[src/design/lpl_mul.sv]
// Shared signed multiplier with a registered product.
`default_nettype none

module lpl_mul #(
    parameter int A_W = 25,
    parameter int B_W = 26
) (
    input  wire logic                       i_clk,
    input  wire logic signed [A_W-1:0]      i_a,
    input  wire logic signed [B_W-1:0]      i_b,
    output logic      signed [A_W+B_W-1:0]  o_p
);

    always_ff @(posedge i_clk) begin
        o_p <= i_a * i_b;
    end

endmodule

`default_nettype wire

[config.mk]
export PLATFORM = sky130hd
export DESIGN_NAME = lpl_mul
export DESIGN_NICKNAME = d
export VERILOG_FILES = /design/src/design/lpl_mul.sv
export SDC_FILE = /design/constraint.sdc
export NUM_CORES = 2
export LEC_CHECK = 0
export BUFFER_PORTS_ARGS = -buffer_cell sky130_fd_sc_hd__buf_4
export CAP_MARGIN = 20
export CORE_MARGIN = 3
export CORE_UTILIZATION = 35
export CTS_CLUSTER_SIZE = 8
export DETAILED_ROUTE_END_ITERATION = 6
export SYNTH_ARGS = -nofsm -noshare
export SYNTH_HDL_FRONTEND = slang
export SYNTH_SLANG_ARGS = --single-unit
export TNS_END_PERCENT = 30
[constraint.sdc]
create_clock -name i_clk -period 16.4 [get_ports i_clk]
set_clock_uncertainty 0.2 [all_clocks]
set_input_delay 1.64 -clock i_clk [delete_from_list [all_inputs] [get_ports i_clk]]
set_output_delay 1.64 -clock i_clk [all_outputs]
set_load 0.01 [all_outputs]
==> results.md <==
- Maximum clock path buffer count: 2
- Top cell by count, worst path: fa_1
- Drt wl/cell: 17.2 um
- GPL Wtd Cong: 0.855
- Vias in the first global route: 18553
- RSZ-0062 raised after global routing: no
- Final HPWL DP: 51700 um
- Fin crit period: 8650 ps
- Die area: 74400 sq um
- Seq/Total Area, Yosys: 4.10%
- Largest Register: o_p
- Max reg flops: 51
- CTS Hold Bufs: 0
- Worst slew pin tran: 685 ps
- Worst-path clk slew: 80 ps
- FF+latch count, synth: 51
- Share of cells above drive strength 1: 5.13%
- First-pass GRT wire length: 101000 um
- TritonCTS clock tree: yes
- Fin crit share: 52.7%
- Final #Nets: 3488
- Max Slew Vio Count: 0
- Worst setup EP type: flop
- First-pass DRT Iterations: 5
- CP max stage delay: 800 ps
- Setup violations, final: 0
- Gr usage total: 17.2%
- Rows: 97
- X dimension of the die: 273 um
- Synth area leaders: fa_1, inv_1, and2_1
- Max cap viols: 0
- Leading area contributor after synthesis: fa_1
- Distinct cells, synth: 64
- Crit Path Class: in -> reg
- Ys flop type: dfxtp_1
- Total length of routed wires: 61300 um
- Util after Layout: 37.8%
- H-tree lvl count: 2
- Mean Syn Cell Area: 9.49 sq um
- Fmax: 116 MHz
- Diodes inserted: 0
- Ports: 103
- Die height: 273 um
- Setup Fix Bufs, Post-CTS: 0
- Vias per cell: 4.75
- Routed Antenna Nets: 0
- Post-Syn Area: 24900 sq um
- Fin. Hold Viols: 0
- Starting DRT DRC Count: 806
- Port Buf Inserts: 102
- Ys Warns: 0
- Worst Path Required: 16390 ps
- Regs by FF count: o_p x51
- Filler instances: 7123
- HP Start: i_a[0]
- Largest net degree at the start of global routing: 28
- Post-synth EDFFs: 0
- Cells after synthesis: 2623
- CP max FO: 25
- Area Overhead vs Synth: 6.62%
- Critical Path Slowest Stage Cell: fa_1
- Initial antenna violation count: 1
- Net Count, Synth: 3499
- Root Driver: clkbuf_16
- Clk sink count: 51
- Worst hold path class: in -> reg
- Most frequent cells in the layout: fa_1, inv_1, nand2_1
- Initial core utilization: 35.4%
- DR DRC count: 0
- Core ar.: 70300 sq um
- GRT overflow: 0
- Commonest non-fill, non-tap cell in the layout: fa_1
- Yosys top cell area share: 54.8%
- Post-CTS Resized: 0
- Setup_tns: 0 ps
- Slew margin rel.: 53.9%
- Crit start category: input pin
- CP Cell Sequence: buf_4, nand2_1, inv_1, fa_1, inv_1, fa_1, fa_1, inv_1, fa_1, fa_1, fa_1, fa_1, ha_1, and2_1, nand3_1, or3b_1, o21ai_1, o21ba_2, a21oi_1, o22ai_1, xnor2_1
- TritonCTS buffer count: 5
- Worst EP arrival: 8640 ps
- Status: complete, no violations
- Worst setup path start: i_b[25]
- Asr flop ratio synth: 0%
- Via count: 16891
synthesized netlist by cell type, types with 5 or more instances:
library cell and number:
inv_1 656, buf_2 9, o21bai_1 8, xor2_1 16
xnor2_1 42, o21a_1 6, o21ai_0 15, nand4_1 11
a21oi_1 42, nor2_1 26, nand2_1 330, and2_1 318
a211oi_1 5, fa_1 681, clkbuf_1 111, a21o_1 26
nand2b_1 12, dfxtp_1 51, nand3_1 6, o21ai_1 7
nor3_1 8, nor2b_1 28, a31oi_1 6, ha_1 143
cell families after synthesis:
| group | after synthesis | share of synthesized area, % |
|---|---|---|
| adders and majority gates | 824 | 62.0 |
| buffers and inverters | 776 | 11.7 |
| and+or+nand+nor | 755 | 15.4 |
| AOI/OAI and AO/OA | 157 | 4.63 |
| xor gates and xnor gates | 58 | 2.04 |
| DFF | 51 | 4.10 |
| muxes | 2 | 0.0905 |
area by class of cell:
class | count | area (sq um) | share of cell area (%)
well taps | 940 | 1180 | 4.43
clock buffers | 5 | 125 | 0.471
multi-input cells | 1796 | 20900 | 78.9
inverters | 656 | 2460 | 9.28
clock inverters | 3 | 43.8 | 0.165
repair buffers | 102 | 766 | 2.89
flip-flops and latches | 51 | 1020 | 3.85
routing by layer:
layer	part of all wire (%)	routed length [um]	up-vias	GRT usage, %
li1	-	-	7527	-
met1	40	24600	8951	21.6
met2	54	33000	332	32.1
met3	3.8	2320	79	1.69
met4	2.3	1400	2	3.35
met5	0.023	14	-	0
critical path, delay by kind of cell:
| family | cells | cell delay [ps] |
|---|---|---|
| adders and majority gates | 8 | 4490 |
| xor gates and xnor gates | 1 | 150 |
| buffers and inverters | 4 | 670 |
| AOI/OAI and AO/OA | 4 | 750 |
| and+or+nand+nor | 4 | 920 |
path summary, 6_finish.rpt:
path / end / depth (start not counted)
max: o_p[50] / 21
min: o_p[0] / 2
metrics by stage:
stage               worst slack (ps)  area [sq um]  hold slack [ps]  instances
detailed placement              7490         26400             1830       3545
finish                          7750         26500             1550       3553
floorplan                       8110         24900             1570       2623
global placement                7540         26400             1830       3545
CTS                             7820         26500             1540       3553
global route                    7410         26500             1550       3553
Power is left out: the tool's default activity adds up to more than one toggle a clock period on the data nets, which glitch-free logic cannot reach.
