[src/design/lpl_pkg.sv]
// Shared constants and types for the look-ahead peak limiter.
`default_nettype none

package lpl_pkg;

    localparam int GAIN_W     = 24;
    localparam int GAIN_FRAC  = 23;
    localparam int COEFF_W    = 25;
    localparam int COEFF_FRAC = 24;
    localparam int MUL_B_W    = COEFF_W + 1;
    localparam int THR_W      = 24;
    localparam int DLY_W      = 11;
    localparam int CFG_IDX_W  = 3;
    localparam int CFG_DATA_W = 25;

    localparam logic [GAIN_W-1:0]  UNITY_GAIN = 24'd8388608;
    localparam logic [COEFF_W-1:0] COEFF_ONE  = 25'd16777216;

    // register indexes of the configuration port
    localparam logic [CFG_IDX_W-1:0] CFG_ENABLE    = 3'd0;
    localparam logic [CFG_IDX_W-1:0] CFG_STEREO    = 3'd1;
    localparam logic [CFG_IDX_W-1:0] CFG_THRESHOLD = 3'd2;
    localparam logic [CFG_IDX_W-1:0] CFG_ATTACK    = 3'd3;
    localparam logic [CFG_IDX_W-1:0] CFG_RELEASE   = 3'd4;
    localparam logic [CFG_IDX_W-1:0] CFG_DELAY     = 3'd5;

    localparam logic                 RST_ENABLE    = 1'b1;
    localparam logic                 RST_STEREO    = 1'b1;
    localparam logic [THR_W-1:0]     RST_THRESHOLD = 24'd7919358;
    localparam logic [COEFF_W-1:0]   RST_ATTACK    = 25'd75915;
    localparam logic [COEFF_W-1:0]   RST_RELEASE   = 25'd7607;
    localparam logic [DLY_W-1:0]     RST_DELAY     = 11'd128;

    typedef enum logic [8:0] {
        S_IDLE     = 9'b000000001,
        S_ENV_MUL  = 9'b000000010,
        S_ENV_UPD  = 9'b000000100,
        S_GAIN_CHK = 9'b000001000,
        S_DIV      = 9'b000010000,
        S_MUL_L    = 9'b000100000,
        S_MUL_R    = 9'b001000000,
        S_FIN      = 9'b010000000,
        S_DONE     = 9'b100000000
    } t_state;

endpackage

`default_nettype wire

[src/design/lpl_div.sv]
// Restoring divider, one quotient bit per cycle: (dividend << 23) / divisor.
`default_nettype none

module lpl_div
    import lpl_pkg::*;
#(
    parameter int W = 24
) (
    input  wire logic                 i_clk,
    input  wire logic                 i_rst_n,
    input  wire logic                 i_start,
    input  wire logic [W-1:0]         i_dividend,
    input  wire logic [W-1:0]         i_divisor,
    output logic                      o_done,
    output logic [GAIN_FRAC-1:0]      o_quot
);

    localparam int CW = $clog2(GAIN_FRAC);

    logic                 r_busy;
    logic                 r_done;
    logic [CW-1:0]        r_cnt;
    logic [W-1:0]         r_rem;
    logic [W-1:0]         r_div;
    logic [GAIN_FRAC-1:0] r_quot;

    logic [W:0]           trial;
    logic [W:0]           diff;
    logic                 fits;

    // dividend < divisor on entry, so the partial remainder stays below the divisor
    assign trial = {r_rem, 1'b0};
    assign diff  = trial - {1'b0, r_div};
    assign fits  = trial >= {1'b0, r_div};

    always_ff @(posedge i_clk) begin
        if (!i_rst_n) begin
            r_busy <= 1'b0;
            r_done <= 1'b0;
            r_cnt  <= '0;
        end else begin
            r_done <= 1'b0;
            if (i_start) begin
                r_busy <= 1'b1;
                r_cnt  <= '0;
            end else if (r_busy) begin
                r_cnt <= r_cnt + 1'b1;
                if (r_cnt == CW'(GAIN_FRAC - 1)) begin
                    r_busy <= 1'b0;
                    r_done <= 1'b1;
                end
            end
        end
    end

    always_ff @(posedge i_clk) begin
        if (i_start) begin
            r_rem  <= i_dividend;
            r_div  <= i_divisor;
            r_quot <= '0;
        end else if (r_busy) begin
            r_rem  <= fits ? diff[W-1:0] : trial[W-1:0];
            r_quot <= {r_quot[GAIN_FRAC-2:0], fits};
        end
    end

    assign o_done = r_done;
    assign o_quot = r_quot;

endmodule

`default_nettype wire

[config.mk]
export PLATFORM = sky130hd
export DESIGN_NAME = lpl_div
export DESIGN_NICKNAME = d
export VERILOG_FILES = /design/src/design/lpl_pkg.sv /design/src/design/lpl_div.sv
export SDC_FILE = /design/constraint.sdc
export NUM_CORES = 1
export LEC_CHECK = 0
export CORE_ASPECT_RATIO = 0.7
export CORE_MARGIN = 1
export CORE_UTILIZATION = 58
export CTS_CLUSTER_DIAMETER = 150
export CTS_CLUSTER_SIZE = 30
export DETAILED_ROUTE_END_ITERATION = 10
export DONT_BUFFER_PORTS = 1
export PLACE_DENSITY = 0.75
export SLEW_MARGIN = 20
export SYNTH_ARGS = -nofsm -noshare
export SYNTH_HDL_FRONTEND = slang
export SYNTH_SLANG_ARGS = --single-unit
[constraint.sdc]
create_clock -name i_clk -period 2.9 [get_ports i_clk]
set_input_delay 0.145 -clock i_clk [delete_from_list [all_inputs] [get_ports i_clk]]
set_output_delay 0.145 -clock i_clk [all_outputs]
set_load 0.02 [all_outputs]
==> results.md, run 1 <==
- Post-route clock period utilization: 1.03
- DR vias: 3,560
- Initial core utilization: 0.608
- Synth cell types: 60
- Post-route setup slack: -0.0726 ns
- DP HPWL: 6400 um
- WL final: 11,200 um
- Routed len/inst: 18.4 um
- P&R area growth vs syn: 28.2%
- CTS tree: yes
- Lkg Pwr: 2.38 nW
- Maximum fanout along the worst path: 5
- Final ANT Viol Nets: 0
- Later-pin clock latency in the skew report: 0.36 ns
- Initial antenna violation count: 0
- R2r endpoint: r_rem[13]
- Post-layout minimum cycle time: 2.97 ns
- Sink Count: 78
- Synth warnings: 0
- CP Depth: 11
- Clk pwr share: 0.213
- Combinational Power Share: 0.476
- Crit. End Element: flip-flop
- Worst-Margin Slew: 0.658 ns
- H-tree levels: 3
- Placed cell area: 0.00469 mm^2
- Delay-heaviest family, CP: compound AO/OA/AOI/OAI gates
- Die area: 0.00811 mm^2
- Worst reg-to-reg path cell count: 11
- Setup tns final: -0.353 ns
- Worst setup path endpoint: r_rem[13]
- Die Span Y: 75.6 um
- Placed cells: 529
- Mean Syn Cell Area: 10.5 um^2
- Cts bufs inserted: 9
- CP arrival: 3.08 ns
- Most used DFF post-synth: edfxtp_1
- Root buffer cell: clkbuf_8
- I/O pin cnt: 75
- Row cnt: 26
- Maximum vdd ir drop: 0.517 mV
- Slowest-stage cell, CP: edfxtp_1
- Setup slack, reg-to-reg: -0.07 ns
- RSZ-0062 raised after global routing: yes
- Core area: 0.00738 mm^2
- Most common cell after layout, fill and taps aside: edfxtp_1
- Most frequent cells in the layout: 48 x edfxtp_1, 41 x dlygate4sd3_1, 39 x buf_4
- Die span in x: 107 um
- Number of port buffers: 0
- Critical path, cell by cell: ha_4 > nand3_4 > o21bai_4 > and3_4 > o31a_1 > o31ai_2 > a21o_2 > buf_12 > buf_8 > mux2_4 > mux2_2
- Mapped Nets: 506
- # DRC: 0
- N_diodes: 0
- Setup WS pre-CTS: -0.119 ns
- CP startpoint: r_rem[2]
- Gpl congestion: 0.883
- Crit-path max cell delay: 0.44 ns
- Total area of sequential cells: 0.00204 mm^2
- Setup violators final: 7
- All-Layer GR Usage: 0.283
- Cells after Synth: 428
- Sequential area share after synthesis: 0.455
- Startpoint types: flip-flop
- #FFs+latches synth: 78
- Setup Skew: 0.00985 ns
- Switching fraction of total power: 0.332
- Fin. max-slew vios: 0
- Largest net degree at the start of global routing: 50
- Post-synth EDFFs: 48
- Switching power: 1.55 mW
- Critical path buffer and inverter count: 2
- Final core utilization: 0.780
- Drt first pass iters: 5
- Hold Path Class: in2reg
- GRT overflow: 0
- Layout Nets: 584
- Status: finished, violations left
- Layout fillers: 462
- Reg2reg start: r_rem[2]
- Max transition margin: 0.562
- Worst endpoint required time: 3.01 ns
- Final hold vios: 0
- Reg power frac: 0.312
- PD cells: 810 mW/mm^2
- CP Class: reg2reg
- Max Freq: 336 MHz
- First-pass GRT wire length: 16,900 um
- Final Cell Area: 0.00576 mm^2
- Synthesized area: 0.00449 mm^2
- Area of the multi-input gates: 0.00242 mm^2
- Share of cells above drive strength 1: 0.219
- MaxCap Viol Count: 0
- Design Power: 4.67 mW
- Vias in the first global route: 3,432
- Internal: 3.12 mW
- Failing checks: negative setup slack
- Async set or reset register ratio after synthesis: 0
- Final non-filler cell total: 609
- Worst-path clk slew: 0.08 ns
- Longest Clk Path Bufs: 2
- Worst Hold Slack: 0.0184 ns
- Vias/cell: 5.85
- Drt initial violations: 185
[per-layer routing]
layer | track usage | vias up | part of all wire
li1 | - | 1704 | -
met1 | 0.360 | 1695 | 0.45
met2 | 0.452 | 144 | 0.45
met3 | 0.0992 | 17 | 0.084
met4 | 0.111 | 0 | 0.020
met5 | 0 | - | 0
[how the worst min path moves through the flow]
stage,startpoint,to,depth (start not counted)
final,i_dividend[21],r_rem[21],2
after global routing,i_start,r_rem[11],1
after CTS,i_dividend[2],r_rem[2],1
after detailed placement,i_start,o_quot[19],1
after global placement,i_start,o_quot[16],1
after floorplan,i_divisor[0],r_div[0],0
[synth_stat cells, types with 3 or more instances]
library cell	instances	area, um^2
and4_1	3	26.3
and3_1	3	18.8
edfxtp_1	48	1440
a21oi_1	26	130
nand3_1	9	45.0
o21ai_0	12	60.1
mux2_1	8	90.1
o21bai_1	4	30.0
mux2i_1	24	240
nor3b_1	4	30.0
a221o_1	4	40.0
clkbuf_1	12	45.0
xnor2_1	14	123
nand4_1	3	18.8
o21a_1	3	22.5
or3_1	3	18.8
nand2_1	20	75.1
a211oi_1	7	52.6
dfxtp_1	30	601
nor3_1	8	40.0
nor2_1	37	139
a21o_1	9	67.6
mux2_2	13	146
nor2b_1	11	68.8
inv_1	33	124
xor2_1	6	52.6
o31ai_1	4	30.0
ha_1	26	325
[flip-flops by register name (all words and copies together), names as in the netlist]
signal / cells
r_div: 24
r_rem: 24
o_quot: 23
r_cnt: 5
o_done: 1
r_busy: 1
[kinds of logic after synthesis]
kind of cell               Yosys count  synth area share
adders and majority gates           27            0.0769
buffers and inverters               52            0.0504
xor gates and xnor gates            20            0.0390
AOI/OAI and AO/OA                   90             0.137
DFF                                 78             0.455
and+or+nand+nor                    116             0.136
muxes                               45             0.106
[repair_timing]
action,4_1_cts,5_1_grt
endpoints found under the hold margin,86,1
cloned,0,0
pin swaps,9,6
gates resized for setup,25,15
hold buffers,41,1
buffers inserted,16,7
endpoints found under the setup margin,10,20
[layout make-up]
type | instances | share of cell area
Clock buffer | 12 | 0.0308
Timing Repair Buffer | 86 | 0.139
Clock inverter | 4 | 0.0128
Inverter | 33 | 0.0215
Multi-Input combinational cell | 298 | 0.420
Tap cell | 98 | 0.0213
Sequential cell | 78 | 0.354
[power groups by stage]
stage | clock [mW] | combinational, mW | sequential (mW)
2_1_floorplan | 0 | 1.26 | 1.43
3_3_place_gp | 0 | 1.63 | 1.45
3_5_place_dp | 0 | 1.66 | 1.46
4_1_cts | 1.00 | 2.01 | 1.45
5_1_grt | 1.05 | 2.38 | 1.47
6_report | 0.992 | 2.22 | 1.45
Power figures use the tool's default switching activity.
==> run 2, diff against run 1 <==
--- a/config.mk
+++ b/config.mk
@@ -5,6 +5,7 @@
 export SDC_FILE = /design/constraint.sdc
 export NUM_CORES = 1
 export LEC_CHECK = 0
+export ABC_AREA = 1
 export CORE_ASPECT_RATIO = 0.7
 export CORE_MARGIN = 1
 export CORE_UTILIZATION = 58
==> results.md, run 2 <==
- Final core utilization: 0.692
- Synthesized area: 0.00507 mm^2
- Max Freq: 396 MHz
- Row cnt: 28
- Total area of sequential cells: 0.00204 mm^2
- Final non-filler cell total: 879
- Later-pin clock latency in the skew report: 0.34 ns
- Vias/cell: 5.20
- Worst-path clk slew: 0.06 ns
- Lkg Pwr: 2.94 nW
- Vias in the first global route: 4,283
- Most common cell after layout, fill and taps aside: nand2_1
- Crit. End Element: flip-flop
- Mapped Nets: 794
- Cells after Synth: 716
- Post-layout minimum cycle time: 2.53 ns
- Post-route setup slack: 0.373 ns
- Layout fillers: 761
- PD cells: 679 mW/mm^2
- Synth cell types: 34
- Worst endpoint required time: 2.99 ns
- Area of the multi-input gates: 0.00233 mm^2
- Most numerous cell in the Yosys netlist: nand2_1
- Switching fraction of total power: 0.372
- Number of post-CTS setup repair buffers: 0
- Combinational Power Share: 0.375
- Startpoint types: flip-flop
- Share of cells above drive strength 1: 0.0501
- Crit-path max cell delay: 0.40 ns
- Max transition margin: 0.570
- Most used DFF post-synth: edfxtp_1
- Post-synth EDFFs: 48
- P&R area growth vs syn: 15.6%
- Number of port buffers: 0
- Core area: 0.00848 mm^2
- CTS tree: yes
- Worst-Margin Slew: 0.645 ns
- H-tree levels: 3
- Placed cell area: 0.00519 mm^2
- #FFs+latches synth: 78
- Synth top cells by count: 244 x nand2_1, 159 x inv_1, 48 x edfxtp_1, 47 x nand3_1, 34 x nor2_1
- MaxCap Viol Count: 0
- Design Power: 3.98 mW
- Root buffer cell: clkbuf_16
- I/O pin cnt: 75
- Largest net degree at the start of global routing: 31
- Longest Clk Path Bufs: 2
- Share of the synthesized area in the top cell type: 0.284
- First-pass GRT wire length: 21,100 um
- Cts bufs inserted: 9
- Placed cells: 826
- Async set or reset register ratio after synthesis: 0
- GRT overflow: 0
- WL final: 13,200 um
- Setup WS pre-CTS: 0.423 ns
- All-Layer GR Usage: 0.303
- Final hold vios: 0
- Status: finished clean
- Initial antenna violation count: 0
- CP Class: reg2reg
- Yosys top cell by area: edfxtp_1
- Internal: 2.50 mW
- # DRC: 0
- Maximum vdd ir drop: 0.455 mV
- Routed len/inst: 15.1 um
- Hold Path Class: in2reg
- CP arrival: 2.62 ns
- Setup Skew: 0.00812 ns
- Die span in x: 114 um
- Sequential area share after synthesis: 0.403
- DR vias: 4,571
- Die area: 0.00913 mm^2
- Synth warnings: 0
- Drt initial violations: 324
- Switching power: 1.48 mW
- Post-route clock period utilization: 0.871
- Fin. max-slew vios: 0
- Initial core utilization: 0.598
- Setup tns final: 0 ns
- Setup violators final: 0
- Die Span Y: 80.2 um
- Maximum fanout along the worst path: 15
- RSZ-0062 raised after global routing: no
- Clk pwr share: 0.277
- CP most frequent cell: nand2_1
- Gpl congestion: 0.974
- Worst Hold Slack: 0.00255 ns
- Layout Nets: 833
- Sink Count: 78
- DP HPWL: 8970 um
- Mean Syn Cell Area: 7.08 um^2
- Reg power frac: 0.348
- Area contributors post-synth: edfxtp_1 28%, nand2_1 18%, dfxtp_1 12%
- Slowest-stage cell, CP: edfxtp_1
- Most frequent cells in the layout: 244 x nand2_1, 159 x inv_1, 48 x edfxtp_1
- N_diodes: 0
- Final Cell Area: 0.00586 mm^2
- Drt first pass iters: 5
- Final ANT Viol Nets: 0
- Critical path, cell by cell: ha_1 > a21oi_1 > o21a_1 > nand2_1 > a21oi_4 > buf_4 > nand4_1 > nand3_1 > nand2_1
==> run 2: cell count changes in the layout (fill, tap and decap cells not counted), moves of 9 or more <==
cell	previous run	this run
nor2b_1	10	0
buf_4	39	7
mux2_4	9	0
mux2i_1	23	0
mux2_2	11	0
nand4_1	3	30
nand2_1	20	244
nand3_1	8	47
inv_1	33	159
a21oi_1	22	12
o22ai_1	0	21
a21o_1	9	0
==> run 2: routing by layer <==
layer / vias up / global-route usage / wire [um]
met5: - / 0 / 0
met4: 0 / 0.0684 / 133
met3: 14 / 0.0528 / 977
met2: 191 / 0.477 / 5610
met1: 2049 / 0.435 / 6520
li1: 2317 / - / -
==> run 2: worst max-delay path: cells and delay by family, from the launching register on <==
family / cells / cell delay, ns
simple gates: 4 / 0.41
buf+inv: 1 / 0.31
compound gates: 3 / 0.79
flops: 1 / 0.40
fa+ha+maj: 1 / 0.38
==> run 2: area by class of cell <==
type	instances	area share
clock buffer	13	0.0463
clock inverter	2	0.00256
inverter	163	0.104
multi-input combinational	458	0.397
sequential	78	0.348
tap	120	0.0256
timing repair buffer	45	0.0755
==> run 2: path summary, 6_finish.rpt <==
kind,end,slack [ns],from,cells past startpoint
worst max-delay path,r_rem[21],0.37,r_rem[21],9
worst min-delay path,r_rem[2],0.003,i_dividend[2],2
worst max register to register,r_rem[21],0.37,r_rem[21],9
worst min register to register,r_cnt[4],0.47,r_cnt[4],1
==> run 2: cells by family after synthesis <==
group                    count (synthesis)  share of synthesized area
AND/OR/NAND/NOR                        379                      0.323
AO/OA/AOI/OAI                           41                     0.0496
adder cells (fa/ha/maj)                 27                     0.0681
buffers and inverters                  180                      0.138
XOR/XNOR                                11                     0.0190
flip-flops                              78                      0.403
==> run 2: repair_timing <==
action                                  4_1_cts  5_1_grt
hold buffers                                 38        0
endpoints found under the setup margin        0        0
hold endpoints to repair                     60        0
resized for setup                             0        0
==> run 2: power groups by stage <==
stage | combinational, mW | clock, mW | sequential [mW]
after floorplan | 1.12 | 0 | 1.39
after global placement | 1.37 | 0 | 1.40
after detailed placement | 1.39 | 0 | 1.40
after CTS | 1.46 | 1.11 | 1.38
after global routing | 1.67 | 1.15 | 1.39
final | 1.49 | 1.10 | 1.38
